==> config.mk <==
export PLATFORM = sky130hd
export DESIGN_NAME = ast_ctrl
export DESIGN_NICKNAME = d
export VERILOG_FILES = /design/src/hw/rtl/ast_pkg.sv /design/src/hw/rtl/ast_ctrl.sv
export SDC_FILE = /design/constraint.sdc
export NUM_CORES = 1
export LEC_CHECK = 0
export ABC_AREA = 0
export BUFFER_PORTS_ARGS = -buffer_cell sky130_fd_sc_hd__buf_2
export CORE_AREA = 4 4 41 43
export CTS_CLUSTER_DIAMETER = 200
export DETAILED_ROUTE_END_ITERATION = 8
export DIE_AREA = 0 0 45 47
export HOLD_SLACK_MARGIN = 0.03
export PLACE_DENSITY = 0.65
export SYNTH_ARGS = -nofsm -noshare
export SYNTH_HDL_FRONTEND = slang
export SYNTH_SLANG_ARGS = --single-unit
==> constraint.sdc <==
create_clock -name clock -period 1.4 [get_ports clock]
set_input_delay 0.28 -clock clock [delete_from_list [all_inputs] [get_ports clock]]
set_output_delay 0.28 -clock clock [all_outputs]
set_load 0.005 [all_outputs]
==> src/hw/rtl/ast_pkg.sv <==
// Shared types and codes for the array set table.
package ast_pkg;

   localparam logic [2:0] CMD_CLEAR      = 3'd0;
   localparam logic [2:0] CMD_INSERT     = 3'd1;
   localparam logic [2:0] CMD_REMOVE     = 3'd2;
   localparam logic [2:0] CMD_REMOVE_ANY = 3'd3;
   localparam logic [2:0] CMD_FIND       = 3'd4;

   localparam logic [2:0] ST_DONE      = 3'd0;
   localparam logic [2:0] ST_PRESENT   = 3'd1;
   localparam logic [2:0] ST_NOT_FOUND = 3'd2;
   localparam logic [2:0] ST_FULL      = 3'd3;
   localparam logic [2:0] ST_EMPTY     = 3'd4;

   localparam logic [7:0] NO_POSITION = 8'hFF;

   // read address select
   localparam logic [1:0] ADDR_FIRST = 2'd0;
   localparam logic [1:0] ADDR_LAST  = 2'd1;
   localparam logic [1:0] ADDR_NEXT  = 2'd2;
   localparam logic [1:0] ADDR_SKIP  = 2'd3;

   typedef struct packed {
      logic       take;
      logic       do_clear;
      logic       do_hit;
      logic       do_miss;
      logic       do_pop;
      logic       scan_next;
      logic       shift_step;
      logic       shift_end;
      logic       rsp_load;
      logic [1:0] addr_sel;
   } ctl_type;

   typedef struct packed {
      logic [2:0] cmd;
      logic       empty;
      logic       match;
      logic       scan_last;
      logic       shift_last;
      logic       out_free;
   } sts_type;

endpackage

==> src/hw/rtl/ast_ctrl.sv <==
// Request sequencer for the array set table.
module ast_ctrl import ast_pkg::*; (
   input  logic    clock,
   input  logic    reset,
   input  logic    req_valid,
   output logic    req_ready,
   input  sts_type sts,
   output ctl_type ctl
);

   localparam logic [2:0] S_IDLE     = 3'd0;
   localparam logic [2:0] S_DISPATCH = 3'd1;
   localparam logic [2:0] S_SCAN     = 3'd2;
   localparam logic [2:0] S_SHIFT    = 3'd3;
   localparam logic [2:0] S_POP      = 3'd4;
   localparam logic [2:0] S_FINISH   = 3'd5;

   logic [2:0] state_ff;
   logic [2:0] state_in;

   always_comb begin
      state_in  = state_ff;
      ctl       = '0;
      req_ready = 1'b0;
      case (state_ff)
         S_IDLE: begin
            req_ready = 1'b1;
            if (req_valid) begin
               ctl.take = 1'b1;
               state_in = S_DISPATCH;
            end
         end
         S_DISPATCH: begin
            case (sts.cmd)
               CMD_CLEAR: begin
                  ctl.do_clear = 1'b1;
                  state_in     = S_FINISH;
               end
               CMD_INSERT, CMD_REMOVE, CMD_FIND: begin
                  ctl.addr_sel = ADDR_FIRST;
                  if (sts.empty) begin
                     ctl.do_miss = 1'b1;
                     state_in    = S_FINISH;
                  end else begin
                     state_in = S_SCAN;
                  end
               end
               CMD_REMOVE_ANY: begin
                  ctl.addr_sel = ADDR_LAST;
                  if (sts.empty) begin
                     ctl.do_miss = 1'b1;
                     state_in    = S_FINISH;
                  end else begin
                     state_in = S_POP;
                  end
               end
               default: begin
                  state_in = S_FINISH;
               end
            endcase
         end
         S_SCAN: begin
            ctl.addr_sel = ADDR_NEXT;
            if (sts.match) begin
               ctl.do_hit = 1'b1;
               if (sts.cmd == CMD_REMOVE && !sts.scan_last) begin
                  state_in = S_SHIFT;
               end else begin
                  state_in = S_FINISH;
               end
            end else if (sts.scan_last) begin
               ctl.do_miss = 1'b1;
               state_in    = S_FINISH;
            end else begin
               ctl.scan_next = 1'b1;
            end
         end
         S_SHIFT: begin
            ctl.addr_sel = ADDR_SKIP;
            if (sts.shift_last) begin
               ctl.shift_end = 1'b1;
               state_in      = S_FINISH;
            end else begin
               ctl.shift_step = 1'b1;
            end
         end
         S_POP: begin
            ctl.do_pop = 1'b1;
            state_in   = S_FINISH;
         end
         S_FINISH: begin
            if (sts.out_free) begin
               ctl.rsp_load = 1'b1;
               state_in     = S_IDLE;
            end
         end
         default: begin
            state_in = S_IDLE;
         end
      endcase
   end

   always_ff @(posedge clock) begin
      if (reset) begin
         state_ff <= S_IDLE;
      end else begin
         state_ff <= state_in;
      end
   end

endmodule

==> metrics.md, run 1 <==
| Metric | Value |
|---|---|
| Run status | finished, violations left |
| Violated checks | negative setup slack |
| Core Util, Final | 48.8% |
| First-pass GRT wire length | 1880 um |
| Share of cells above drive strength 1 | 52.9% |
| VDD IR max | 0.662 mV |
| Detail Route met3 WL | 88 um |
| Slew margin rel. | 79.6% |
| Chip width | 45 um |
| Routed Antenna Nets | 0 |
| Worst Hold Class | in -> reg |
| Worst-skew pair later-pin latency | 0.23 ns |
| Final setup viols | 4 |
| Post-Place Cell Area | 538 um^2 |
| Synth top cells by count | 10 x nor2_1, 6 x inv_1, 6 x nor3_1 |
| Fmax | 0.662 GHz |
| Number of port buffers | 22 |
| Routed wire length | 1230 um |
| Reg2reg start | state_ff[1] |
| Worst-margin pin slew | 0.304 ns |
| Residual DRC | 0 |
| DR vias | 540 |
| Cts bufs inserted | 3 |
| Most common cell in the netlist | nor2_1 |
| Top routing layer in use | met4 |
| Starting Density | 29.3% |
| Starting DRC count in detailed routing | 12 |
| Synth Instances | 56 |
| Min Hold Slack | 0.368 ns |
| Max Cap Viol | 0 |
| Global Route Usage Sum | 11.8% |
| Leak | 0.000309 uW |
| Final instance area | 636 um^2 |
| Initial antenna violation count | 0 |
| Biggest regs | state_ff (3) |
| Fin crit share | 108% |
| RSZ-0062 raised after global routing | true |
| Hold_sp | reset |
| Drt via density | 5.29 |
| Biggest register | state_ff |
| Core Box Area | 1300 um^2 |
| Worst setup SP type | register |
| WL met1 | 485 um |
| Top delay family on crit path | simple AND/OR/NAND/NOR gates |
| Seq/Total Area, Yosys | 15.7% |
| Final Skew | 0.00511 ns |
| Largest net degree at the start of global routing | 9 |
| Clock Tree Buf Depth | 2 |
| Pwr/cell area | 857 nW/um^2 |
| Setup TNS | -0.247 ns |
| Detailed-placement wirelength estimate | 946 um |
| Synthesis-to-finish area growth | 66.6% |
| DIE HEIGHT | 47 um |
| Worst R2R End | state_ff[2] |
| Max stage delay cell, worst path | dfxtp_2 |
| Path depth of the worst reg2reg path | 6 |
| Avg Cell Area, Syn | 6.81 um^2 |
| Cell variety after synth | 29 |
| Max incr delay on CP | 0.31 ns |
| WP buf/inv | 1 |
| Final net count | 99 |
| Count of pins over their slew limit | 0 |
| Max FFs per register | 3 |
| Top cell type by total area after synthesis | dfxtp_1 |
| Top post-synthesis cells by area | dfxtp_1 16%, nor2_1 9.8%, nor3_1 7.9% |
| WP data required | 1.12 ns |
| Synthesized net count | 67 |
| Global route overflow | 0 |
| Ys Warns | 0 |
| Arrival time worst endpoint | 1.23 ns |
| Post-synth EDFFs | 0 |
| Root buf cell | clkbuf_4 |
| CP Max Fanout | 2 |
| CTS tree | yes |
| GP Congestion | 0.822 |
| CP cell instances | or2b_1, nor4b_2, buf_2 |
| Avg WL per Cell | 12.0 um |
| Synth top area share | 15.7% |
| Row cnt | 13 |
| Endpoints failing hold | 0 |
| Critical path capture point type | output port |
| Clk sink count | 3 |
| Setup CP Type | reg -> out |
| Worst reg2reg setup slack | 0.09 ns |
| Yosys reg bits | 3 |
| CTS clk-pin slew, worst paths | 0.04 ns |
| CTS H-Tree Depth | 1 |
| Vias in the first global route | 456 |
| Ys flop type | dfxtp_1 |
| Post-route setup slack | -0.111 ns |
| Worst hold path endpoint | state_ff[2] |
| Diodes inserted | 0 |
| Ys async rst share | 0% |
| Top Ports | 23 |
| Drt first pass iters | 4 |
| DIE AREA | 2120 um^2 |
| WHS Path Cells | 4 |
| Cell Area, Synth | 382 um^2 |
| Met2 routed WL | 632 um |
| Period minus WS final | 1.51 ns |
[tightest hold or removal path, delay by kind of cell]
kind | cells | cell delay [ns]
buffers and inverters | 2 | 0.18
AOI/OAI and AO/OA | 1 | 0.04
and+or+nand+nor | 1 | 0.06
[how the worst max path moves through the flow]
stage	from	to	slack (ns)	depth (start not counted)
finish	state_ff[0]	ctl[9]	-0.11	3
global route	state_ff[0]	ctl[7]	-0.20	5
CTS	state_ff[0]	ctl[7]	-0.10	5
detailed placement	sts[5]	ctl[7]	0.05	6
global placement	sts[5]	ctl[7]	0.06	6
floorplan	state_ff[0]	ctl[9]	0.18	2
[through the flow]
step                power, uW  worst slack [ns]  instances
floorplan                 257             0.183         56
global placement          354            0.0630         96
detailed placement        356            0.0501         96
CTS                       533            -0.103        101
global route              596            -0.197        102
finish                    545            -0.111        102
[final cells by class]
type | instances | area, um^2
flip-flops and latches | 3 | 66.3
repair buffers | 30 | 181
multi-input cells | 44 | 320
well taps | 15 | 18.8
fillers | 144 | 666
clock buffers | 4 | 26.3
inverters | 6 | 22.5
[cell usage in the layout, fill, tap and decap left out, types with 3 or more instances in the layout]
cell type  count
nor3_2         3
inv_1          5
buf_4          5
buf_2         22
buf_6          3
a21oi_1        3
nor2_1        10
clkbuf_4       3
[kinds of logic (layout without fill, tap and decap cells)]
family / count (synthesis) / count (layout) / share of synthesized area [%]
xor gates and xnor gates: 1 / 1 / 2.30
AOI/OAI and AO/OA: 13 / 13 / 26.9
and+or+nand+nor: 30 / 30 / 44.6
buffers and inverters: 9 / 40 / 10.5
DFF: 3 / 3 / 15.7
[repair_timing]
item,CTS,global route
hold buffers,0,0
gates resized for setup,10,6
cloned,0,0
pin swaps,1,3
endpoints found under the setup margin,7,10
setup buffers,1,2
[where the power goes]
group | internal, uW | switching, uW | leakage (uW)
Combinational | 139 | 145 | 0.000268
Sequential | 102 | 12.8 | 0.0000261
Clock | 106 | 39.1 | 0.0000150
Total | 347 | 197 | 0.000309
[routing by layer]
| metal | track usage, % | vias up |
|---|---|---|
| li1 | - | 267 |
| met4 | 3.51 | 0 |
| met5 | 0 | - |
| met1 | 15.0 | 244 |
| met3 | 3.45 | 6 |
| met2 | 19.5 | 23 |
No activity file was read; power rests on OpenSTA's default activity.
==> run 2, diff against run 1 <==
ABC_AREA = 1   (was 0)
CORE_AREA = 10 10 47 49   (was 4 4 41 43)
DIE_AREA = 0 0 57 59   (was 0 0 45 47)
HOLD_SLACK_MARGIN = default   (was 0.03)
PLACE_DENSITY = 0.68   (was 0.65)
==> metrics.md, run 2 <==
| Metric | Value |
|---|---|
| Period minus WS final | 1.50 ns (-0.0143 ns) |
| Most common cell in the netlist | nand2_1 |
| Most frequent cells in the layout | 22 x buf_2, 13 x nand2_1, 11 x inv_1, 11 x buf_4, 8 x nand3_1 |
| Biggest register | state_ff |
| Avg Cell Area, Syn | 5.84 um^2 (-14%) |
| Cell Area, Synth | 420 um^2 (+10%) |
| Root buf cell | clkbuf_4 |
| Setup TNS | -0.284 ns (-0.0364 ns) |
| Top Ports | 23 (unchanged) |
| Share of cells above drive strength 1 | 56.0% (+3.1 points) |
| Residual DRC | 0 (unchanged) |
| Routed wire length | 1380 um (+12%) |
| Commonest non-fill, non-tap cell in the layout | buf_2 |
| Row cnt | 14 (+1) |
| Synth top area share | 14.3% (-1.5 points) |
| Clock Tree Buf Depth | 2 (unchanged) |
| Synth top cells by count | 15 x nand2_1, 13 x inv_1, 9 x nor2_1 |
| VDD IR max | 0.440 mV (-34%) |
| Ys Warns | 0 (unchanged) |
| Area occupied by multi-input gates | 335 um^2 (+4.7%) |
| Endpoints failing hold | 0 (unchanged) |
| Chip width | 57 um (+27%) |
| Core Box Area | 1400 um^2 (+7.7%) |
| Starting DRC count in detailed routing | 13 (+1) |
| Max FFs per register | 3 (unchanged) |
| RSZ-0062 raised after global routing | true |
| Synthesis-to-finish area growth | 73.2% |
| Worst-margin pin slew | 0.199 ns (-0.105 ns) |
| Leak | 0.000427 uW (+38%) |
| Max Cap Viol | 0 (unchanged) |
| Fmax | 0.668 GHz (+0.96%) |
| Vias in the first global route | 566 (+24%) |
| Pwr/cell area | 739 nW/um^2 (-14%) |
| Worst-skew pair later-pin latency | 0.23 ns (about the same) |
| Worst setup SP type | register |
| Diodes inserted | 0 (unchanged) |
| Final setup viols | 5 (+1) |
| Largest net degree at the start of global routing | 7 (-2) |
| Worst Hold Class | in -> reg |
| Post-Place Cell Area | 582 um^2 (+8.1%) |
| Avg WL per Cell | 11.0 um (-8.3%) |
| Drt via density | 4.59 (-13%) |
| Seq/Total Area, Yosys | 14.3% (-1.5 points) |
| CTS tree | yes |
| Fillers | 147 (+2.1%) |
| Final instance area | 728 um^2 (+15%) |
| Drt first pass iters | 4 (unchanged) |
| CP Max Fanout | 4 (+2) |
| DR vias | 574 (+6.3%) |
| Synthesized net count | 83 (+24%) |
| Final Skew | 0.000467 ns (-0.00464 ns) |
| Fin crit share | 107% (-1.0 points) |
| Number of port buffers | 22 (unchanged) |
| Cts hold-fix bufs | 0 (unchanged) |
| Post-route setup slack | -0.0969 ns (+0.0143 ns) |
| Global Route Usage Sum | 8.34% (-3.5 points) |
| Violated checks | negative setup slack |
| Core Util, Final | 52.0% (+3.1 points) |
| Biggest regs | state_ff (3) |
| Post-synth EDFFs | 0 (unchanged) |
| Reg area | 65.1 um^2 (-1.9%) |
| DIE HEIGHT | 59 um (+26%) |
| Global route overflow | 0 (unchanged) |
| Synth Instances | 72 (+29%) |
| GP Congestion | 0.761 (-7.5%) |
| Top post-synthesis cells by area | dfxtp_1 14%, nand2_1 13%, inv_1 12% |
| Slew margin rel. | 86.6% (+6.9 points) |
| WP data required | 1.12 ns (about the same) |
| Final net count | 121 (+22%) |
| Clk sink count | 3 (unchanged) |
| Critical path capture point type | output port |
| Yosys reg bits | 3 (unchanged) |
| Arrival time worst endpoint | 1.22 ns (about the same) |
| Cell variety after synth | 21 (-28%) |
| Setup CP Type | reg -> out |
| Starting Density | 30.0% (+0.67 points) |
| Run status | finished, violations left |
| DIE AREA | 3360 um^2 (+59%) |
| CTS clk-pin slew, worst paths | 0.03 ns (about the same) |
| Detailed-placement wirelength estimate | 1060 um (+12%) |
| Routed Antenna Nets | 0 (unchanged) |
| Cts bufs inserted | 3 (unchanged) |
| First-pass GRT wire length | 2410 um (+28%) |
| Ys async rst share | 0% (unchanged) |
| Initial antenna violation count | 0 (unchanged) |
| CTS H-Tree Depth | 1 (unchanged) |
| Count of pins over their slew limit | 0 (unchanged) |
| Ys flop type | dfxtp_1 |
| Top cell type by total area after synthesis | dfxtp_1 |
-- run 2: metal layers --
layer  GRT usage [%]  wire [um]  share of wire, %  up-vias
met3            2.79         63               4.6        0
met5               0          0                 0        -
met4            3.02          0                 0        0
met2            14.9        780                57       13
met1            8.92        535                39      256
li1                -          -                 -      305
-- run 2: worst max-delay path: stages, from the launching register on --
cell	delay (ns)
dfxtp_2	0.31
inv_2	0.05
buf_12	0.12
nor2_8	0.11
nand2_4	0.07
o32ai_2	0.18
buf_2	0.15
-- run 2: final cells by class --
class	count	share of cell area [%]
multi-input cells	51	46.0
clock buffers	4	3.61
inverters	17	9.45
repair buffers	34	29.2
flip-flops and latches	3	8.93
well taps	16	2.75
-- run 2: worst paths after layout --
| check | slack, ns | start | cells past startpoint | endpoint |
|---|---|---|---|---|
| worst max-delay path | -0.1 | state_ff[1] | 6 | ctl[7] |
| worst min-delay path | 0.23 | reset | 2 | state_ff[2] |
| worst max register to register | 0.02 | state_ff[1] | 11 | state_ff[1] |
| worst min register to register | 0.73 | state_ff[2] | 3 | state_ff[2] |
-- run 2: repair_timing --
action	in CTS	in global routing
resized for setup	13	6
pin swaps	5	4
setup buffers	5	3
setup endpoints to repair	9	11
-- run 2: power by group --
| part | internal [uW] | total (uW) | switching, uW |
|---|---|---|---|
| combinational | 125 | 273 | 148 |
| sequential | 97.9 | 115 | 17.3 |
| clock | 107 | 150 | 43.4 |
-- run 2: metrics by stage --
stage / worst slack [ns] / hold slack, ns / std cells / total power, uW
final: -0.0969 / 0.227 / 125 / 538
after global routing: -0.152 / 0.236 / 125 / 587
after CTS: -0.135 / 0.220 / 122 / 523
after detailed placement: 0.0752 / 0.477 / 113 / 315
after global placement: 0.0846 / 0.473 / 113 / 312
after floorplan: 0.154 / 0.349 / 72 / 243
-- run 2: cell families (layout without fill, tap and decap cells) --
logic type             count (synthesis)  in the layout  share of synthesized area (%)
buffers and inverters                 18             55                           17.9
and+or+nand+nor                       42             42                           52.1
DFF                                    3              3                           14.3
AOI/OAI and AO/OA                      9              9                           15.8
==> run 3, diff against run 2 <==
ABC_AREA = default   (was 1)
CTS_BUF_LIST = sky130_fd_sc_hd__clkbuf_8   (was default)
PLACE_DENSITY = 0.57   (was 0.68)
==> metrics.md, run 3 (synthesized netlist as in run 1, its figures left out) <==
| Metric | Value |
|---|---|
| Worst R2R End | state_ff[0] |
| Synthesis-to-finish area growth | 102% |
| Total chip power | 732 uW (+36%) |
| Diodes inserted | 0 (unchanged) |
| First-pass GRT wire length | 2170 um (-10%) |
| Routed wire length | 1570 um (+14%) |
| CTS tree | yes |
| Place WS | 0.0422 ns (-0.0330 ns) |
| Max stage delay cell, worst path | dfxtp_2 |
| Starting DRC count in detailed routing | 16 (+3) |
| Setup CP Type | reg -> out |
| Endpoints failing hold | 0 (unchanged) |
| Final net count | 106 (-12%) |
| Routed Antenna Nets | 0 (unchanged) |
| Most frequent cells in the layout | 22 x buf_2, 10 x buf_4, 8 x nor2_1, 5 x inv_1 |
| WP data required | 1.12 ns (about the same) |
| Worst hold path endpoint | state_ff[2] |
| Worst-skew pair later-pin latency | 0.21 ns (-0.02 ns) |
| Worst-margin pin slew | 0.293 ns (+0.0942 ns) |
| CP cell instances | buf_4, buf_6, buf_8, nor3_2, and2_1, buf_2 |
| WHS Path Cells | 4 (+2) |
| Share of cells above drive strength 1 | 67.0% (+11 points) |
| Final setup viols | 11 (+6) |
| VDD IR max | 0.691 mV (+57%) |
| Global route overflow | 0 (unchanged) |
| Final Skew | 0.00155 ns (+0.00108 ns) |
| Pwr/cell area | 948 nW/um^2 (+28%) |
| CTS clk-pin slew, worst paths | 0.03 ns (about the same) |
| Critical path capture point type | output port |
| Residual DRC | 0 (unchanged) |
| Core Box Area | 1400 um^2 (unchanged) |
| Global Route Usage Sum | 7.82% (-0.53 points) |
| Slew margin rel. | 80.4% (-6.1 points) |
| Worst Hold Class | in -> reg |
| DIE AREA | 3360 um^2 (unchanged) |
| Row cnt | 14 (unchanged) |
| Max incr delay on CP | 0.31 ns (about the same) |
| Top Ports | 23 (unchanged) |
| Period minus WS final | 1.54 ns (+0.0400 ns) |
| Avg WL per Cell | 14.2 um (+29%) |
| Top delay family on crit path | buffers and inverters |
| Hold_sp | reset |
| Post-route setup slack | -0.137 ns (-0.0400 ns) |
| Detailed-placement wirelength estimate | 1040 um (-2.2%) |
| Starting Density | 27.2% (-2.8 points) |
| Max FFs per register | 3 (unchanged) |
| Worst setup SP type | register |
| Biggest register | state_ff |
| Chip width | 57 um (unchanged) |
| RSZ-0062 raised after global routing | true |
| Initial antenna violation count | 0 (unchanged) |
| Total stage count of the critical path | 6 (unchanged) |
| WP buf/inv | 4 (+1) |
| Drt via density | 5.24 (+14%) |
| Worst reg2reg setup slack | -0.03 ns (-0.05 ns) |
| CTS H-Tree Depth | 1 (unchanged) |
| DR vias | 576 (+0.35%) |
| Reg2reg start | state_ff[0] |
| Largest net degree at the start of global routing | 11 (+4) |
| Biggest regs | state_ff (3) |
| GP Congestion | 0.820 (+7.7%) |
| Clk sink count | 3 (unchanged) |
| Count of pins over their slew limit | 0 (unchanged) |
| Fin crit share | 110% (+2.9 points) |
| Vias in the first global route | 525 (-7.2%) |
| Violated checks | negative setup slack |
| Path depth of the worst reg2reg path | 6 (-5) |
| Cts bufs inserted | 3 (unchanged) |
| DIE HEIGHT | 59 um (unchanged) |
| Leak | 0.000369 uW (-14%) |
| Max Cap Viol | 0 (unchanged) |
| Number of port buffers | 22 (unchanged) |
| CP Max Fanout | 8 (+4) |
| Setup TNS | -0.779 ns (-0.496 ns) |
| Drt first pass iters | 4 (unchanged) |
| Commonest non-fill, non-tap cell in the layout | buf_2 |
| Fmax | 0.651 GHz (-2.6%) |
| Root buf cell | clkbuf_8 |
| Arrival time worst endpoint | 1.26 ns (+0.04 ns) |
| Run status | finished, violations left |
| Clock Tree Buf Depth | 2 (unchanged) |
-- run 3: changes by cell type in the layout (fill, tap and decap cells not counted), sizes merged, moves of 2 or more --
cell / previous run / this run
nor3: 1 / 7
nand2b: 0 / 3
buf: 34 / 37
nor2b: 0 / 2
o21ai: 2 / 0
nand2: 18 / 0
nand3: 9 / 2
nand4: 2 / 0
inv: 17 / 7
-- run 3: final cells by class --
class,instances,area [um^2]
clock inverters,1,3.75
repair buffers,37,245
clock buffers,3,41.3
fillers,132,629
flip-flops and latches,3,66.3
well taps,16,20.0
inverters,6,25.0
multi-input cells,44,370
-- run 3: report_power, final --
part,switching [uW],internal [uW]
combinational,179,194
clock,54.3,186
sequential,16.2,102
-- run 3: worst max-delay path by stage --
| stage | from | endpoint |
|---|---|---|
| 6_report | state_ff[0] | ctl[10] |
| 3_5_place_dp | sts[5] | ctl[7] |
| 5_1_grt | state_ff[1] | ctl[7] |
| 3_3_place_gp | sts[5] | ctl[7] |
| 4_1_cts | state_ff[0] | ctl[7] |
| 2_1_floorplan | state_ff[0] | ctl[9] |
-- run 3: metrics by stage --
stage / instance area, um^2 / std cells / utilization (%) / hold slack [ns]
6_report: 772 / 110 / 55.1 / 0.363
5_1_grt: 772 / 110 / 55.1 / 0.390
4_1_cts: 656 / 106 / 46.8 / 0.351
3_5_place_dp: 539 / 97 / 38.5 / 0.539
3_3_place_gp: 539 / 97 / 38.5 / 0.535
2_1_floorplan: 382 / 56 / - / 0.443
-- run 3: worst register-to-register path, cell delays in order (launching register included) --
cell     delay (ns)
dfxtp_2        0.31
buf_4          0.12
buf_6          0.13
buf_8          0.14
nor3_1         0.25
o32ai_2        0.16
a32o_1         0.22
-- run 3: metal layers --
| metal | track usage [%] | share of wire, % |
|---|---|---|
| met5 | 0 | 0 |
| met4 | 5.03 | 0 |
| met3 | 1.93 | 5.6 |
| met2 | 13.8 | 53 |
| met1 | 8.06 | 41 |
-- run 3: timing repair --
item,in CTS,in global routing
endpoints found under the setup margin,7,13
hold buffers,0,0
gates cloned,0,1
pin swaps,2,6
setup buffers,5,4
resized for setup,9,21
